**config.mk**
```make
export PLATFORM = sky130hd
export DESIGN_NAME = size_class_bitmap_slot_allocator
export DESIGN_NICKNAME = d
export VERILOG_FILES = /design/src/scba_pkg.sv /design/src/scba_bitmap_mem.sv /design/src/size_class_bitmap_slot_allocator.sv
export VERILOG_INCLUDE_DIRS = /design/src /design/src/src
export SDC_FILE = /design/constraint.sdc
export NUM_CORES = 2
export LEC_CHECK = 0
export BUFFER_PORTS_ARGS = -buffer_cell sky130_fd_sc_hd__buf_2
export CORE_ASPECT_RATIO = 0.75
export CORE_MARGIN = 2
export CORE_UTILIZATION = 29
export CTS_BUF_LIST = sky130_fd_sc_hd__clkbuf_8
export DETAILED_ROUTE_END_ITERATION = 8
export PLACE_DENSITY = 0.41
export SLEW_MARGIN = 20
export SYNTH_ARGS = -nofsm -noshare
export SYNTH_HDL_FRONTEND = slang
export SYNTH_HIERARCHICAL = 1
export SYNTH_SLANG_ARGS = --single-unit
```
**constraint.sdc**
```tcl
create_clock -name i_clk -period 10.22 [get_ports i_clk]
set_input_delay 0 -clock i_clk [delete_from_list [all_inputs] [get_ports i_clk]]
set_output_delay 0 -clock i_clk [all_outputs]
set_load 0.05 [all_outputs]
```
**src/size_class_bitmap_slot_allocator_macros.svh**
```systemverilog
// Assertion macros used by the allocator top-level RTL.
`ifndef SIZE_CLASS_BITMAP_SLOT_ALLOCATOR_MACROS_SVH
`define SIZE_CLASS_BITMAP_SLOT_ALLOCATOR_MACROS_SVH
`ifndef ASSERT_OFF
// Check a property on every rising edge outside reset.
`define SCBA_ASSERT(lbl, clk, rst_n, prop, msg) \
    lbl: assert property (@(posedge clk) disable iff (!rst_n) (prop)) else $error(msg);
// Check a property on every rising edge, reset included.
`define SCBA_ASSERT_ALWAYS(lbl, clk, prop, msg) \
    lbl: assert property (@(posedge clk) (prop)) else $error(msg);
`else
`define SCBA_ASSERT(lbl, clk, rst_n, prop, msg)
`define SCBA_ASSERT_ALWAYS(lbl, clk, prop, msg)
`endif
`endif

```
**src/scba_pkg.sv**
```systemverilog
// Types, codes and class tables of the size-class bitmap slot allocator.
`default_nettype none
package scba_pkg;

    localparam int MAX_CLASSES = 6;
    localparam int CLASS_SHIFT = 17;
    localparam int MAP_W       = 8;
    localparam int STATUS_W    = 3;
    localparam int OFFSET_W    = 20;
    localparam int CLASS_W     = 3;
    localparam int BLOCKS_W    = 11;
    localparam int BYTES_W     = 18;
    localparam int SIZE_W      = 16;
    localparam int IN_TDATA_W  = 40;
    localparam int OUT_TDATA_W = 56;

    // Block size and its log2 for each class
    localparam logic [9:0] CLASS_SIZE [MAX_CLASSES] = '{10'd8, 10'd16, 10'd32,
                                                        10'd128, 10'd256, 10'd512};
    localparam logic [3:0] CLASS_LOG2 [MAX_CLASSES] = '{4'd3, 4'd4, 4'd5,
                                                        4'd7, 4'd8, 4'd9};

    typedef enum logic [STATUS_W-1:0] {
        STAT_OK        = 3'd0,
        STAT_OVERSIZE  = 3'd1,
        STAT_FULL      = 3'd2,
        STAT_NOT_ALLOC = 3'd3,
        STAT_BAD_ADDR  = 3'd4
    } t_status;

    typedef enum logic [1:0] {
        ST_IDLE,
        ST_SCAN,
        ST_FCHK,
        ST_DONE
    } t_state;

endpackage
`default_nettype wire

```
**src/scba_bitmap_mem.sv**
```systemverilog
// Slot bitmap memory with registered read and per-entry valid flags.
`default_nettype none
module scba_bitmap_mem
    import scba_pkg::*;
#(
    parameter int ADDR_W = 8,
    parameter int DEPTH  = 192
) (
    input  wire logic              i_clk,
    input  wire logic              i_rst_n,
    input  wire logic              i_wr_en,
    input  wire logic [ADDR_W-1:0] i_wr_addr,
    input  wire logic [MAP_W-1:0]  i_wr_data,
    input  wire logic [ADDR_W-1:0] i_rd_addr,
    output logic      [MAP_W-1:0]  o_rd_data
);

    logic [MAP_W-1:0] r_mem [DEPTH];
    logic             r_vld [DEPTH];
    logic [MAP_W-1:0] r_rd_data;
    logic             r_rd_vld;

    // Write and read the bitmap array
    always_ff @(posedge i_clk) begin
        if (i_wr_en) begin
            r_mem[i_wr_addr] <= i_wr_data;
        end
        r_rd_data <= r_mem[i_rd_addr];
    end

    // Track which entries hold written data; reset marks all as free
    always_ff @(posedge i_clk) begin
        if (!i_rst_n) begin
            for (int i = 0; i < DEPTH; i++) begin
                r_vld[i] <= 1'b0;
            end
            r_rd_vld <= 1'b0;
        end else begin
            if (i_wr_en) begin
                r_vld[i_wr_addr] <= 1'b1;
            end
            r_rd_vld <= r_vld[i_rd_addr];
        end
    end

    // Unwritten entries read as all slots free
    assign o_rd_data = r_rd_vld ? r_rd_data : '0;

endmodule
`default_nettype wire

```
**src/size_class_bitmap_slot_allocator.sv**
```systemverilog
// Flow: allocate passes ST_SCAN, reading bitmap bytes in turn from the hint, then ST_DONE;
//   free passes ST_FCHK, then ST_DONE; oversize and bad-address requests go to ST_DONE at once.
// Throughput: a new request is taken only in ST_IDLE, after the result is loaded; the scan
//   reads one bitmap byte per cycle via the single read port (at most (SLOTS_PER_CLASS+7)/8 bytes).
// Reset: synchronous, active low; bitmaps clear at once through per-entry valid flags,
//   hints and live totals clear to zero, no clearing pass.
`default_nettype none
`include "size_class_bitmap_slot_allocator_macros.svh"
module size_class_bitmap_slot_allocator
    import scba_pkg::*;
#(
    parameter int SLOTS_PER_CLASS = 256,
    parameter int NUM_CLASSES     = 6
) (
    input  wire logic                   i_clk,
    input  wire logic                   i_rst_n,
    // Request stream
    input  wire logic                   i_s_axis_tvalid,
    output logic                        o_s_axis_tready,
    // tdata: req_size[15:0], free_offset[35:16], zero[39:36]
    input  wire logic [IN_TDATA_W-1:0]  i_s_axis_tdata,
    // tuser: req_type[0]
    input  wire logic                   i_s_axis_tuser,
    // Result stream
    output logic                        o_m_axis_tvalid,
    input  wire logic                   i_m_axis_tready,
    // tdata: status[2:0], block_offset[22:3], size_class[25:23],
    //        live_blocks[36:26], live_bytes[54:37], zero[55]
    output logic      [OUT_TDATA_W-1:0] o_m_axis_tdata
);

    localparam int NBYTES = (SLOTS_PER_CLASS + 7) / 8;
    localparam int BW     = (NBYTES > 1) ? $clog2(NBYTES) : 1;
    localparam int CIW    = (NUM_CLASSES > 1) ? $clog2(NUM_CLASSES) : 1;
    localparam int AW     = CIW + BW;
    localparam int DEPTH  = NUM_CLASSES << BW;
    localparam int SOFF_W = CLASS_SHIFT;

    // Control and payload registers
    t_state                r_state, n_state;
    logic [CLASS_W-1:0]    r_cls, n_cls;
    logic [BW-1:0]         r_byte, n_byte;
    logic [2:0]            r_bit, n_bit;
    t_status               r_res_status, n_res_status;
    logic [OFFSET_W-1:0]   r_res_off, n_res_off;
    logic [CLASS_W-1:0]    r_res_cls, n_res_cls;
    logic [BW-1:0]         r_hint [NUM_CLASSES];
    logic                  hint_we;
    logic [BLOCKS_W-1:0]   r_blocks, n_blocks;
    logic [BYTES_W-1:0]    r_bytes, n_bytes;
    logic                  r_out_valid;
    logic [OUT_TDATA_W-1:0] r_out_data;

    // Memory port signals
    logic                  mem_wr_en;
    logic [AW-1:0]         mem_wr_addr;
    logic [MAP_W-1:0]      mem_wr_data;
    logic [AW-1:0]         mem_rd_addr;
    logic [MAP_W-1:0]      mem_rd_data;

    // Decode signals
    logic                  in_xfer;
    logic                  out_free;
    logic [SIZE_W-1:0]     req_size;
    logic [OFFSET_W-1:0]   req_off;
    logic                  a_hit;
    logic [CLASS_W-1:0]    a_cls;
    logic [CLASS_W-1:0]    f_cls;
    logic                  f_cls_ok;
    logic [CLASS_W-1:0]    f_cls_safe;
    logic [SOFF_W-1:0]     f_slot;
    logic                  f_slot_ok;
    logic [BW-1:0]         f_byte;
    logic [MAP_W-1:0]      free_bits;
    logic                  found;
    logic [2:0]            found_k;
    logic                  last_byte;
    logic                  bit_set;

    scba_bitmap_mem #(
        .ADDR_W (AW),
        .DEPTH  (DEPTH)
    ) u_mem (
        .i_clk     (i_clk),
        .i_rst_n   (i_rst_n),
        .i_wr_en   (mem_wr_en),
        .i_wr_addr (mem_wr_addr),
        .i_wr_data (mem_wr_data),
        .i_rd_addr (mem_rd_addr),
        .o_rd_data (mem_rd_data)
    );

    assign o_s_axis_tready = (r_state == ST_IDLE);
    assign in_xfer         = i_s_axis_tvalid && o_s_axis_tready;
    assign out_free        = !r_out_valid || i_m_axis_tready;
    assign req_size        = i_s_axis_tdata[SIZE_W-1:0];
    assign req_off         = i_s_axis_tdata[SIZE_W+OFFSET_W-1:SIZE_W];

    // Decode the request and examine the bitmap byte just read
    always_comb begin
        a_hit = 1'b0;
        a_cls = '0;
        for (int c = NUM_CLASSES - 1; c >= 0; c--) begin
            if (req_size <= SIZE_W'(CLASS_SIZE[c])) begin
                a_hit = 1'b1;
                a_cls = CLASS_W'(c);
            end
        end

        f_cls      = req_off[OFFSET_W-1:CLASS_SHIFT];
        f_cls_ok   = (int'(f_cls) < NUM_CLASSES);
        f_cls_safe = f_cls_ok ? f_cls : '0;
        f_slot     = req_off[SOFF_W-1:0] >> CLASS_LOG2[f_cls_safe];
        f_slot_ok  = (f_slot < SOFF_W'(SLOTS_PER_CLASS));
        f_byte     = f_slot[BW+2:3];

        for (int k = 0; k < MAP_W; k++) begin
            free_bits[k] = !mem_rd_data[k] && ((int'(r_byte) * 8 + k) < SLOTS_PER_CLASS);
        end
        found   = |free_bits;
        found_k = '0;
        for (int k = MAP_W - 1; k >= 0; k--) begin
            if (free_bits[k]) begin
                found_k = 3'(k);
            end
        end
        last_byte = (r_byte == BW'(NBYTES - 1));
        bit_set   = mem_rd_data[r_bit];
    end

    // Next state
    always_comb begin
        n_state = r_state;
        case (r_state)
            ST_IDLE: begin
                if (in_xfer) begin
                    if (!i_s_axis_tuser) begin
                        n_state = a_hit ? ST_SCAN : ST_DONE;
                    end else begin
                        n_state = (f_cls_ok && f_slot_ok) ? ST_FCHK : ST_DONE;
                    end
                end
            end
            ST_SCAN: begin
                if (found || last_byte) begin
                    n_state = ST_DONE;
                end
            end
            ST_FCHK: n_state = ST_DONE;
            ST_DONE: begin
                if (out_free) begin
                    n_state = ST_IDLE;
                end
            end
            default: n_state = ST_IDLE;
        endcase
    end

    // Memory access, result and total updates
    always_comb begin
        n_cls        = r_cls;
        n_byte       = r_byte;
        n_bit        = r_bit;
        n_res_status = r_res_status;
        n_res_off    = r_res_off;
        n_res_cls    = r_res_cls;
        n_blocks     = r_blocks;
        n_bytes      = r_bytes;
        hint_we      = 1'b0;
        mem_wr_en    = 1'b0;
        mem_wr_addr  = {r_cls[CIW-1:0], r_byte};
        mem_wr_data  = mem_rd_data;
        mem_rd_addr  = {r_cls[CIW-1:0], r_byte + BW'(1)};
        case (r_state)
            ST_IDLE: begin
                if (in_xfer) begin
                    n_res_off = '0;
                    if (!i_s_axis_tuser) begin
                        n_cls        = a_cls;
                        n_byte       = r_hint[a_cls];
                        mem_rd_addr  = {a_cls[CIW-1:0], r_hint[a_cls]};
                        n_res_status = STAT_OVERSIZE;
                        n_res_cls    = '0;
                    end else begin
                        n_cls        = f_cls_safe;
                        n_byte       = f_byte;
                        n_bit        = f_slot[2:0];
                        mem_rd_addr  = {f_cls_safe[CIW-1:0], f_byte};
                        n_res_status = STAT_BAD_ADDR;
                        n_res_cls    = f_cls_safe;
                    end
                end
            end
            ST_SCAN: begin
                n_res_cls = r_cls;
                n_res_off = '0;
                if (found) begin
                    mem_wr_en    = 1'b1;
                    mem_wr_data  = mem_rd_data | (MAP_W'(1) << found_k);
                    hint_we      = 1'b1;
                    n_blocks     = r_blocks + BLOCKS_W'(1);
                    n_bytes      = r_bytes + BYTES_W'(CLASS_SIZE[r_cls]);
                    n_res_status = STAT_OK;
                    n_res_off    = {r_cls, SOFF_W'({r_byte, found_k}) << CLASS_LOG2[r_cls]};
                end else if (last_byte) begin
                    n_res_status = STAT_FULL;
                end else begin
                    // Advance; the next byte is being read this cycle
                    n_byte = r_byte + BW'(1);
                end
            end
            ST_FCHK: begin
                n_res_cls = r_cls;
                n_res_off = '0;
                if (bit_set) begin
                    mem_wr_en    = 1'b1;
                    mem_wr_data  = mem_rd_data & ~(MAP_W'(1) << r_bit);
                    hint_we      = 1'b1;
                    n_blocks     = r_blocks - BLOCKS_W'(1);
                    n_bytes      = r_bytes - BYTES_W'(CLASS_SIZE[r_cls]);
                    n_res_status = STAT_OK;
                end else begin
                    n_res_status = STAT_NOT_ALLOC;
                end
            end
            default: begin
            end
        endcase
    end

    // Control registers and totals
    always_ff @(posedge i_clk) begin
        if (!i_rst_n) begin
            r_state     <= ST_IDLE;
            r_blocks    <= '0;
            r_bytes     <= '0;
            r_out_valid <= 1'b0;
            for (int c = 0; c < NUM_CLASSES; c++) begin
                r_hint[c] <= '0;
            end
        end else begin
            r_state  <= n_state;
            r_blocks <= n_blocks;
            r_bytes  <= n_bytes;
            if (hint_we) begin
                r_hint[r_cls[CIW-1:0]] <= r_byte;
            end
            if (r_state == ST_DONE && out_free) begin
                r_out_valid <= 1'b1;
            end else if (i_m_axis_tready) begin
                r_out_valid <= 1'b0;
            end
        end
    end

    // Payload registers
    always_ff @(posedge i_clk) begin
        r_cls        <= n_cls;
        r_byte       <= n_byte;
        r_bit        <= n_bit;
        r_res_status <= n_res_status;
        r_res_off    <= n_res_off;
        r_res_cls    <= n_res_cls;
        if (r_state == ST_DONE && out_free) begin
            r_out_data <= {1'b0, r_bytes, r_blocks, r_res_cls, r_res_off, r_res_status};
        end
    end

    assign o_m_axis_tvalid = r_out_valid;
    assign o_m_axis_tdata  = r_out_data;

    `SCBA_ASSERT(a_wr_in_check, i_clk, i_rst_n, mem_wr_en |-> (r_state == ST_SCAN || r_state == ST_FCHK), "bitmap written outside a check state")
    `SCBA_ASSERT(a_blocks_bound, i_clk, i_rst_n, r_blocks <= BLOCKS_W'(NUM_CLASSES * SLOTS_PER_CLASS), "live block count exceeds capacity")
    `SCBA_ASSERT(a_alloc_count, i_clk, i_rst_n, (r_state == ST_SCAN && found) |=> (r_blocks == $past(r_blocks) + BLOCKS_W'(1)), "allocate did not bump live count")
    `SCBA_ASSERT(a_free_count, i_clk, i_rst_n, (r_state == ST_FCHK && bit_set) |=> (r_blocks == $past(r_blocks) - BLOCKS_W'(1)), "free did not drop live count")
    `SCBA_ASSERT(a_done_loads, i_clk, i_rst_n, (r_state == ST_DONE && out_free) |=> (r_out_valid && r_state == ST_IDLE), "result not loaded on leaving done")

endmodule
`default_nettype wire
```
Word-level counts from Yosys, hierarchy flattened
Memory sizes are Yosys's and may differ from the RTL's. A register that Yosys moved wholly into a read port is not among the register bits.
Cells that the tools add are included.

storage, ports and cells
  memory bits (read-only) = 144
  memory bits (writable) = 1758
  register bits after elaboration = 124
  output and inout port bits = 58
  logic and storage cells = 193
  memories kept = 6
  bits of input ports = 45

memories
  name             depth  width  rd ports  clocked after memory_dff  wr ports  RTL line                                 text
  u_mem.r_mem      192    8      1         1                         1         scba_bitmap_mem.sv:18                    logic [MAP_W-1:0] r_mem [DEPTH];
  u_mem.r_vld      192    1      1         1                         192       scba_bitmap_mem.sv:19                    logic r_vld [DEPTH];
  (no name shown)  8      10     1         0                         0         size_class_bitmap_slot_allocator.sv:220  n_bytes = r_bytes - BYTES_W'(CLASS_SIZE[r_cls]);
  (no name shown)  8      4      1         0                         0         size_class_bitmap_slot_allocator.sv:204  n_res_off = {r_cls, SOFF_W'({r_byte, found_k}) << CLASS_LOG2[r_cls]};
  (no name shown)  8      4      1         0                         0         size_class_bitmap_slot_allocator.sv:113  f_slot = req_off[SOFF_W-1:0] >> CLASS_LOG2[f_cls_safe];
  r_hint           6      5      1         0                         6         size_class_bitmap_slot_allocator.sv:47   logic [BW-1:0] r_hint [NUM_CLASSES];

operators by class
  $lt $le $gt $ge = 19
  add/sub/neg operators = 12
  reduce and logical (&&, ||, !) cells = 41
  muxes and demuxes = 83
  shift operators = 4
  bitwise gates (word level) = 5
  eq/ne operators = 12

operators with widths
  cell                                                               count
  two-way mux 3 bit                                                  23
  < comparator 9 bit (second input constant)                         7
  case mux 20 bit (3 select lines)                                   1
  two-way mux 8 bit                                                  7
  two-way mux 20 bit                                                 2
  adder 8 x 3 -> 9 bit (second input constant)                       4
  two-way mux 18 bit                                                 2
  case mux 18 bit (2 select lines)                                   1
  two-way mux 5 bit                                                  5
  two-way mux 11 bit                                                 2
  case mux 11 bit (2 select lines)                                   1
  two-way mux 1 bit                                                  20
  two-way mux 10 bit                                                 2
  adder 18 x 10 -> 18 bit                                            1
  adder 8 x 2 -> 9 bit (second input constant)                       2
  subtractor 18 x 10 -> 18 bit                                       1
  < comparator 17 x 9 -> 1 bit (second input constant)               1
  left shift 8 x 4 -> 17 bit                                         1
  right shift 17 x 4 -> 17 bit                                       1
  less-or-equal comparator 16 x 10 -> 1 bit (second input constant)  1
  less-or-equal comparator 16 x 4 -> 1 bit (second input constant)   1
  less-or-equal comparator 16 x 5 -> 1 bit (second input constant)   1
  less-or-equal comparator 16 x 6 -> 1 bit (second input constant)   1
  less-or-equal comparator 16 x 8 -> 1 bit (second input constant)   1
  42 further kinds                                                   87

Logic depth before layout (Yosys ltp)
  word-level depth = 15
  gate-level depth with buffers = 21
  depth with buffers taken out = 17

By module
The synthesis kept the hierarchy.

modules (own cells, without submodules)
  module                            instances  cells an instance  seq. area each (um^2)  area an instance (um^2)
  scba_bitmap_mem                   1          3379               51429.3                68675.9
  size_class_bitmap_slot_allocator  1          854                4154.0                 8638.3

Worst setup path after synthesis
No wires, ideal clock.

  path type = register to register
  start point = register r_state[0]
  end point = memory u_mem.r_mem[0][6], data pin
  buffers on the path = 1
  arrival = 8.814 ns
  path slack = -0.286 ns
  required time = 8.528 ns
  setup time = 1.692 ns
  cell stages (with the launch flop) = 8
  clock period less this slack = 10.506 ns
  cell sequence = dfxtp_1 inv_1 ha_1 clkbuf_1 inv_1 nor2_1 a31oi_1 o21ai_0

on the way
  cells in the longest elaborated chain, start to end = 2
  elaborated cells on any way between the ends = 3
  classes of those cells = eq/ne: 2; mux: 1

RTL lines
  what                                                                        RTL line                                 text
  start, declared                                                             size_class_bitmap_slot_allocator.sv:40   t_state r_state, n_state;
  start signal, assigned                                                      size_class_bitmap_slot_allocator.sv:242  r_state <= n_state;
  equality test 2 bit / equality test 2 x 1 -> 1 bit (equally long branches)  size_class_bitmap_slot_allocator.sv:174  case (r_state)
  case mux 8 bit (2 select lines) *                                           size_class_bitmap_slot_allocator.sv:174
  named net mem_wr_data[6]                                                    size_class_bitmap_slot_allocator.sv:57   logic [MAP_W-1:0] mem_wr_data;
  end, declared                                                               scba_bitmap_mem.sv:18

The timed path passes the listed nets; every way through them passes the cells marked *.

Worst setup path after layout
  start point = input i_s_axis_tdata[35]
  end point = register u_mem.r_rd_vld, read port of u_mem.r_vld

on the way
  cells in the longest elaborated chain, start to end = 10

RTL lines
  what                                                     RTL line                                 text
  start, declared                                          size_class_bitmap_slot_allocator.sv:21   input wire logic [IN_TDATA_W-1:0] i_s_axis_tdata,
  < comparator 3 bit                                       size_class_bitmap_slot_allocator.sv:111  f_cls_ok = (int'(f_cls) < NUM_CLASSES);
  two-way mux 3 bit *                                      size_class_bitmap_slot_allocator.sv:112  f_cls_safe = f_cls_ok ? f_cls : '0;
  inverter 3 -> 4 bit (implied by the code) *              size_class_bitmap_slot_allocator.sv:113
  memory read (8 x 4 bit) *                                n/a
  two-way mux 4 bit (implied by the code) * (2 in series)  size_class_bitmap_slot_allocator.sv:113
  right shift 17 x 4 -> 17 bit *                           size_class_bitmap_slot_allocator.sv:113
  two-way mux 8 bit *                                      size_class_bitmap_slot_allocator.sv:178  if (!i_s_axis_tuser) begin
  two-way mux 8 bit *                                      size_class_bitmap_slot_allocator.sv:176  if (in_xfer) begin
  two-way mux 8 bit *                                      size_class_bitmap_slot_allocator.sv:174
  named net mem_rd_addr[1]                                 size_class_bitmap_slot_allocator.sv:58   logic [AW-1:0] mem_rd_addr;
  end, declared                                            scba_bitmap_mem.sv:21                    logic r_rd_vld;

The timed path passes the listed nets; every way through them passes the cells marked *. The select of a mux whose other input is x is not followed.
A chain may end at the register's enable or synchronous reset.

==> impl_summary.txt <==
----------------------------------------------------
[Status]
  Outcome ... complete, no violations

[Pwr]
  Total leakage power ... 28.70 nW
  Internal ... about 16 mW
  Power consumption ... 25.74 mW
  Maximum vdd ir drop ... between 0.2 and 0.25 mV
  Switching component of the power ... approximately 9.5 mW
  Part of the total power dissipated in the clock network ... 0.256
  Sw Share ... 0.3700
  Share of total power in combinational logic ... 0.376
  Share of power burned in registers ... 0.369
  Pwr/cell area ... 290.5 nW/um^2

[Routing]
  Remaining design rule violation count ... 0
  Starting DRT DRC Count ... around 3800
  Routed length per instance ... between 20 and 30 um
  Avg Vias per Cell ... 4.928
  Count of TritonRoute iterations in the first routing pass ... 5
  Vias after detailed routing ... roughly 41000
  ANT nets after route ... 0
  Aggregate routed wire length ... about 230000 um

[Job]
  Count of maximum capacitance violations ... 0

[Timing]
  Least setup slack across all paths after layout ... between 3 and 4 ns
  Final number of hold-violating endpoints ... 0
  Setup violations, final ... 0
  Summed negative setup slack over all endpoints ... 0 ns
  Min Tclk post-route ... around 6.5 ns
  Final clock skew ... 0.08610 ns
  Pins over their slew limit ... 0
  Final-layout worst hold slack ... ~0.12 ns
  Setup repair after global routing missed its margin ... false
  Worst relative slew slack ... 0.2481
  Actual slew at the worst max-slew pin ... ~1.1 ns
  Highest clock frequency the design can meet ... approximately 0.15 GHz
  Portion of the clock cycle consumed by the worst path in the final layout ... 0.6371

[Worst hold path]
  Type of the most critical hold path ... in -> reg

[Logic synthesis]
  Number of enable flip-flop cells after synthesis ... 1655
  Synthesized area ... just under 80000 um^2
  Most frequent cells after synthesis ... sky130_fd_sc_hd__edfxtp_1, sky130_fd_sc_hd__mux4_2, sky130_fd_sc_hd__dfxtp_1
  Async set or reset register ratio after synthesis ... 0
  Library cells used by synthesis ... 80
  Most common flop cell mapped by yosys ... sky130_fd_sc_hd__edfxtp_1
  Mean instance size in the synthesized netlist ... roughly 18 um^2
  Yosys Warn Count ... 6
  Ranking of synthesized cells by area ... sky130_fd_sc_hd__edfxtp_1, sky130_fd_sc_hd__mux4_2, sky130_fd_sc_hd__dfxtp_1
  Synth top area share ... 0.6428
  Largest area contributor in the netlist ... sky130_fd_sc_hd__edfxtp_1
  Most numerous cell in the Yosys netlist ... sky130_fd_sc_hd__edfxtp_1
  Post-Synthesis Cells ... 4233
  #FFs+latches synth ... between 1500 and 2000
  Proportion of synthesized chip area in sequential cells ... 0.7189

[Cells and area]
  Non-Filler Instances ... ~8400
  Number of nets at the end of the flow ... approximately 4600
  Final Core Density ... 0.3335
  Post-route cell area ... about 89000 um^2
  Fraction of layout instances using a drive strength above 1 ... 0.2434
  Final-layout fill cell count ... 25480
  Area Growth Syn to Fin ... 14.61%

[Setup path]
  Standard cell with the maximum stage delay on the critical path ... sky130_fd_sc_hd__o221ai_1
  Sort of element at the start of the critical path ... input pin
  Worst EP arrival ... 7.39 ns
  Worst Path Required ... about 11 ns
  Type of the worst setup path ... in -> reg
  Slowest stage delay, CP ... between 0.9 and 1 ns
  Worst-path cell chain ... dlygate4sd3_1 -> buf_2 -> xor2_1 -> and2_1 -> mux2i_1 -> o21ai_0 -> a22oi_1 -> o221ai_1 -> dlygate4sd3_1 -> o21ai_2 -> o21ai_4 -> buf_12 -> buf_4 -> nand2_1 -> o221ai_1 -> o22ai_1 -> a211oi_1 -> a2111oi_0 -> o22ai_1
  Critical-path maximum fanout ... 50
  CP Capture Type ... flop

[Placement]
  Detailed placer's ending HPWL ... ~130000 um
  Cell count after placement ... just under 8000
  Post-DP Area ... 82120 um^2
  Routability Congestion ... between 0.7 and 0.8
  IO buf count ... just over 90
  Post-place setup slack ... between 3 and 4 ns

[GRT]
  Antenna violations before repair ... 12
  Global router's overall resource usage ... 0.1637
  Vias in the first global route ... ~42000
  First-pass GRT wire length ... 318500 um
  GR Overflow Total ... 0
  Pin count of the biggest net entering global routing ... 193

[Floorplan]
  Std cell rows ... about 160
  Die width ... approximately 600 um
  Die boundary height ... 451.2 um
  Die ar. ... 270800 um^2
  Initial Utilization ... 0.2910
  Area of the placeable core ... approximately 270000 um^2
  Number of top-level pins ... slightly above 100

[Clock network]
  Cell at the root of the clock tree ... sky130_fd_sc_hd__clkbuf_8
  Count of clock tree sinks ... about 1900
  CTS tree ... done
  Clock transition at the registers of the reported paths ... around 0.070 ns
  Clock latency of the later-clocked register in the worst-skew pair ... around 0.96 ns
  Number of clock buffers inserted by TritonCTS ... ~320
  Post-CTS Setup Inserts ... 0
  Number of levels in the clock H-tree ... 5
  Number of buffers on the longest clock path ... 4

----------------------------------------------------
==> power groups by stage <==
| stage | Clock (mW) | Combinational (mW) | Sequential (mW) |
|---|---|---|---|
| 3_3_place_gp | 0 | 9.71 | 9.65 |
| 3_5_place_dp | 0 | 9.76 | 9.66 |
| 6_report | 6.59 | 9.67 | 9.49 |
| 4_1_cts | 6.82 | 9.80 | 9.49 |
| 2_1_floorplan | 0 | 5.90 | 9.92 |
| 5_1_grt | 7.17 | 10.3 | 9.51 |
==> state kept, by name, summed over array words and instances, names as in the netlist, 5 cells and up <==
name / cells
r_res_off: 20
u_mem/r_rd_data: 8
r_hint: 30
r_byte: 5
u_mem/r_vld: 256
r_blocks: 11
o_m_axis_tdata: 52
u_mem/r_mem: 1536
r_bytes: 15
==> cell type report <==
cell class,instances,area (um^2),area share
Clock inverter,232,1187,0.01340
Tap cell,3569,4466,0.05039
Multi-Input combinational cell,1987,20560,0.2320
Antenna cell,4,10.01,0.0001130
Sequential cell,1949,55580,0.6273
Timing Repair Buffer,241,1834,0.02070
Clock buffer,351,4831,0.05452
Inverter,38,143.9,0.001624
==> worst paths after layout <==
| path | start | end | slack (ns) | cells past startpoint |
|---|---|---|---|---|
| hold / removal | i_s_axis_tdata[30] | r_byte[0]$_DFFE_PP_ | 0.12 | 7 |
| hold reg to reg | r_res_off[17]$_SDFFCE_PN0P_ | o_m_axis_tdata[20]$_DFFE_PP_ | 0.42 | 0 |
| setup / recovery | i_s_axis_tdata[35] | u_mem/r_rd_vld$_SDFF_PN0_ | 3.71 | 19 |
| setup reg to reg | r_state[0]$_SDFFE_PN0P_ | u_mem/r_rd_data[6]$_DFF_P_ | 4.30 | 13 |
==> layer usage <==
metal,GRT usage,up-vias,part of all wire
met5,0,-,0
met4,0.04071,0,0.021
met3,0.03860,322,0.071
met2,0.2281,1219,0.42
met1,0.2528,21910,0.49
li1,-,17800,-
==> what timing repair did <==
action | CTS | global route
hold buffers | 42 | 0
endpoints found under the hold margin | 160 | 0
gates resized for setup | 0 | 0
==> critical path, delay by kind of cell <==
family / cells / cell delay, ns
mux: 1 / 0.14
xor+xnor: 1 / 0.28
compound gates: 10 / 2.96
simple gates: 2 / 1.38
buf+inv: 5 / 2.55
==> placed cells by master (no fill, tap or decap), types with 8 or more instances in the layout <==
master / count
sky130_fd_sc_hd__mux4_2: 473
sky130_fd_sc_hd__nand2_1: 134
sky130_fd_sc_hd__a211oi_1: 12
sky130_fd_sc_hd__nor3_1: 28
sky130_fd_sc_hd__buf_4: 97
sky130_fd_sc_hd__o221ai_1: 15
sky130_fd_sc_hd__a22oi_1: 153
sky130_fd_sc_hd__edfxtp_1: 1655
sky130_fd_sc_hd__buf_12: 11
sky130_fd_sc_hd__a21boi_0: 11
sky130_fd_sc_hd__nor2b_1: 21
sky130_fd_sc_hd__inv_1: 138
sky130_fd_sc_hd__o21bai_1: 55
sky130_fd_sc_hd__mux2i_1: 65
sky130_fd_sc_hd__o41ai_1: 16
sky130_fd_sc_hd__dlygate4sd3_1: 42
sky130_fd_sc_hd__a31oi_1: 20
sky130_fd_sc_hd__xnor2_1: 13
sky130_fd_sc_hd__a21o_1: 13
sky130_fd_sc_hd__buf_2: 90
sky130_fd_sc_hd__o22ai_1: 14
sky130_fd_sc_hd__xor2_1: 9
sky130_fd_sc_hd__a21oi_1: 120
sky130_fd_sc_hd__o21a_1: 200
sky130_fd_sc_hd__nand3_1: 29
sky130_fd_sc_hd__dfxtp_1: 294
sky130_fd_sc_hd__ha_1: 38
sky130_fd_sc_hd__nor2_1: 238
sky130_fd_sc_hd__and2_1: 48
sky130_fd_sc_hd__nand2b_1: 21
sky130_fd_sc_hd__clkbuf_8: 351
sky130_fd_sc_hd__o21ai_0: 52
sky130_fd_sc_hd__mux2_2: 9
sky130_fd_sc_hd__clkinv_2: 45
sky130_fd_sc_hd__nor2_2: 22
sky130_fd_sc_hd__clkinv_1: 67
sky130_fd_sc_hd__and3_1: 21
sky130_fd_sc_hd__bufinv_16: 8
sky130_fd_sc_hd__nand4_1: 11
==> cells by family after synthesis <==
| group | count (synthesis) | share of synthesized area |
|---|---|---|
| other | 1 | 0.00004850 |
| adder cells (fa/ha/maj) | 40 | 0.006668 |
| buffers and inverters | 300 | 0.01885 |
| flip-flops | 1949 | 0.7189 |
| XOR/XNOR | 22 | 0.002492 |
| AO/OA/AOI/OAI | 752 | 0.06854 |
| AND/OR/NAND/NOR | 620 | 0.03666 |
| multiplexers | 549 | 0.1478 |
No activity file was read; power rests on OpenSTA's default activity.
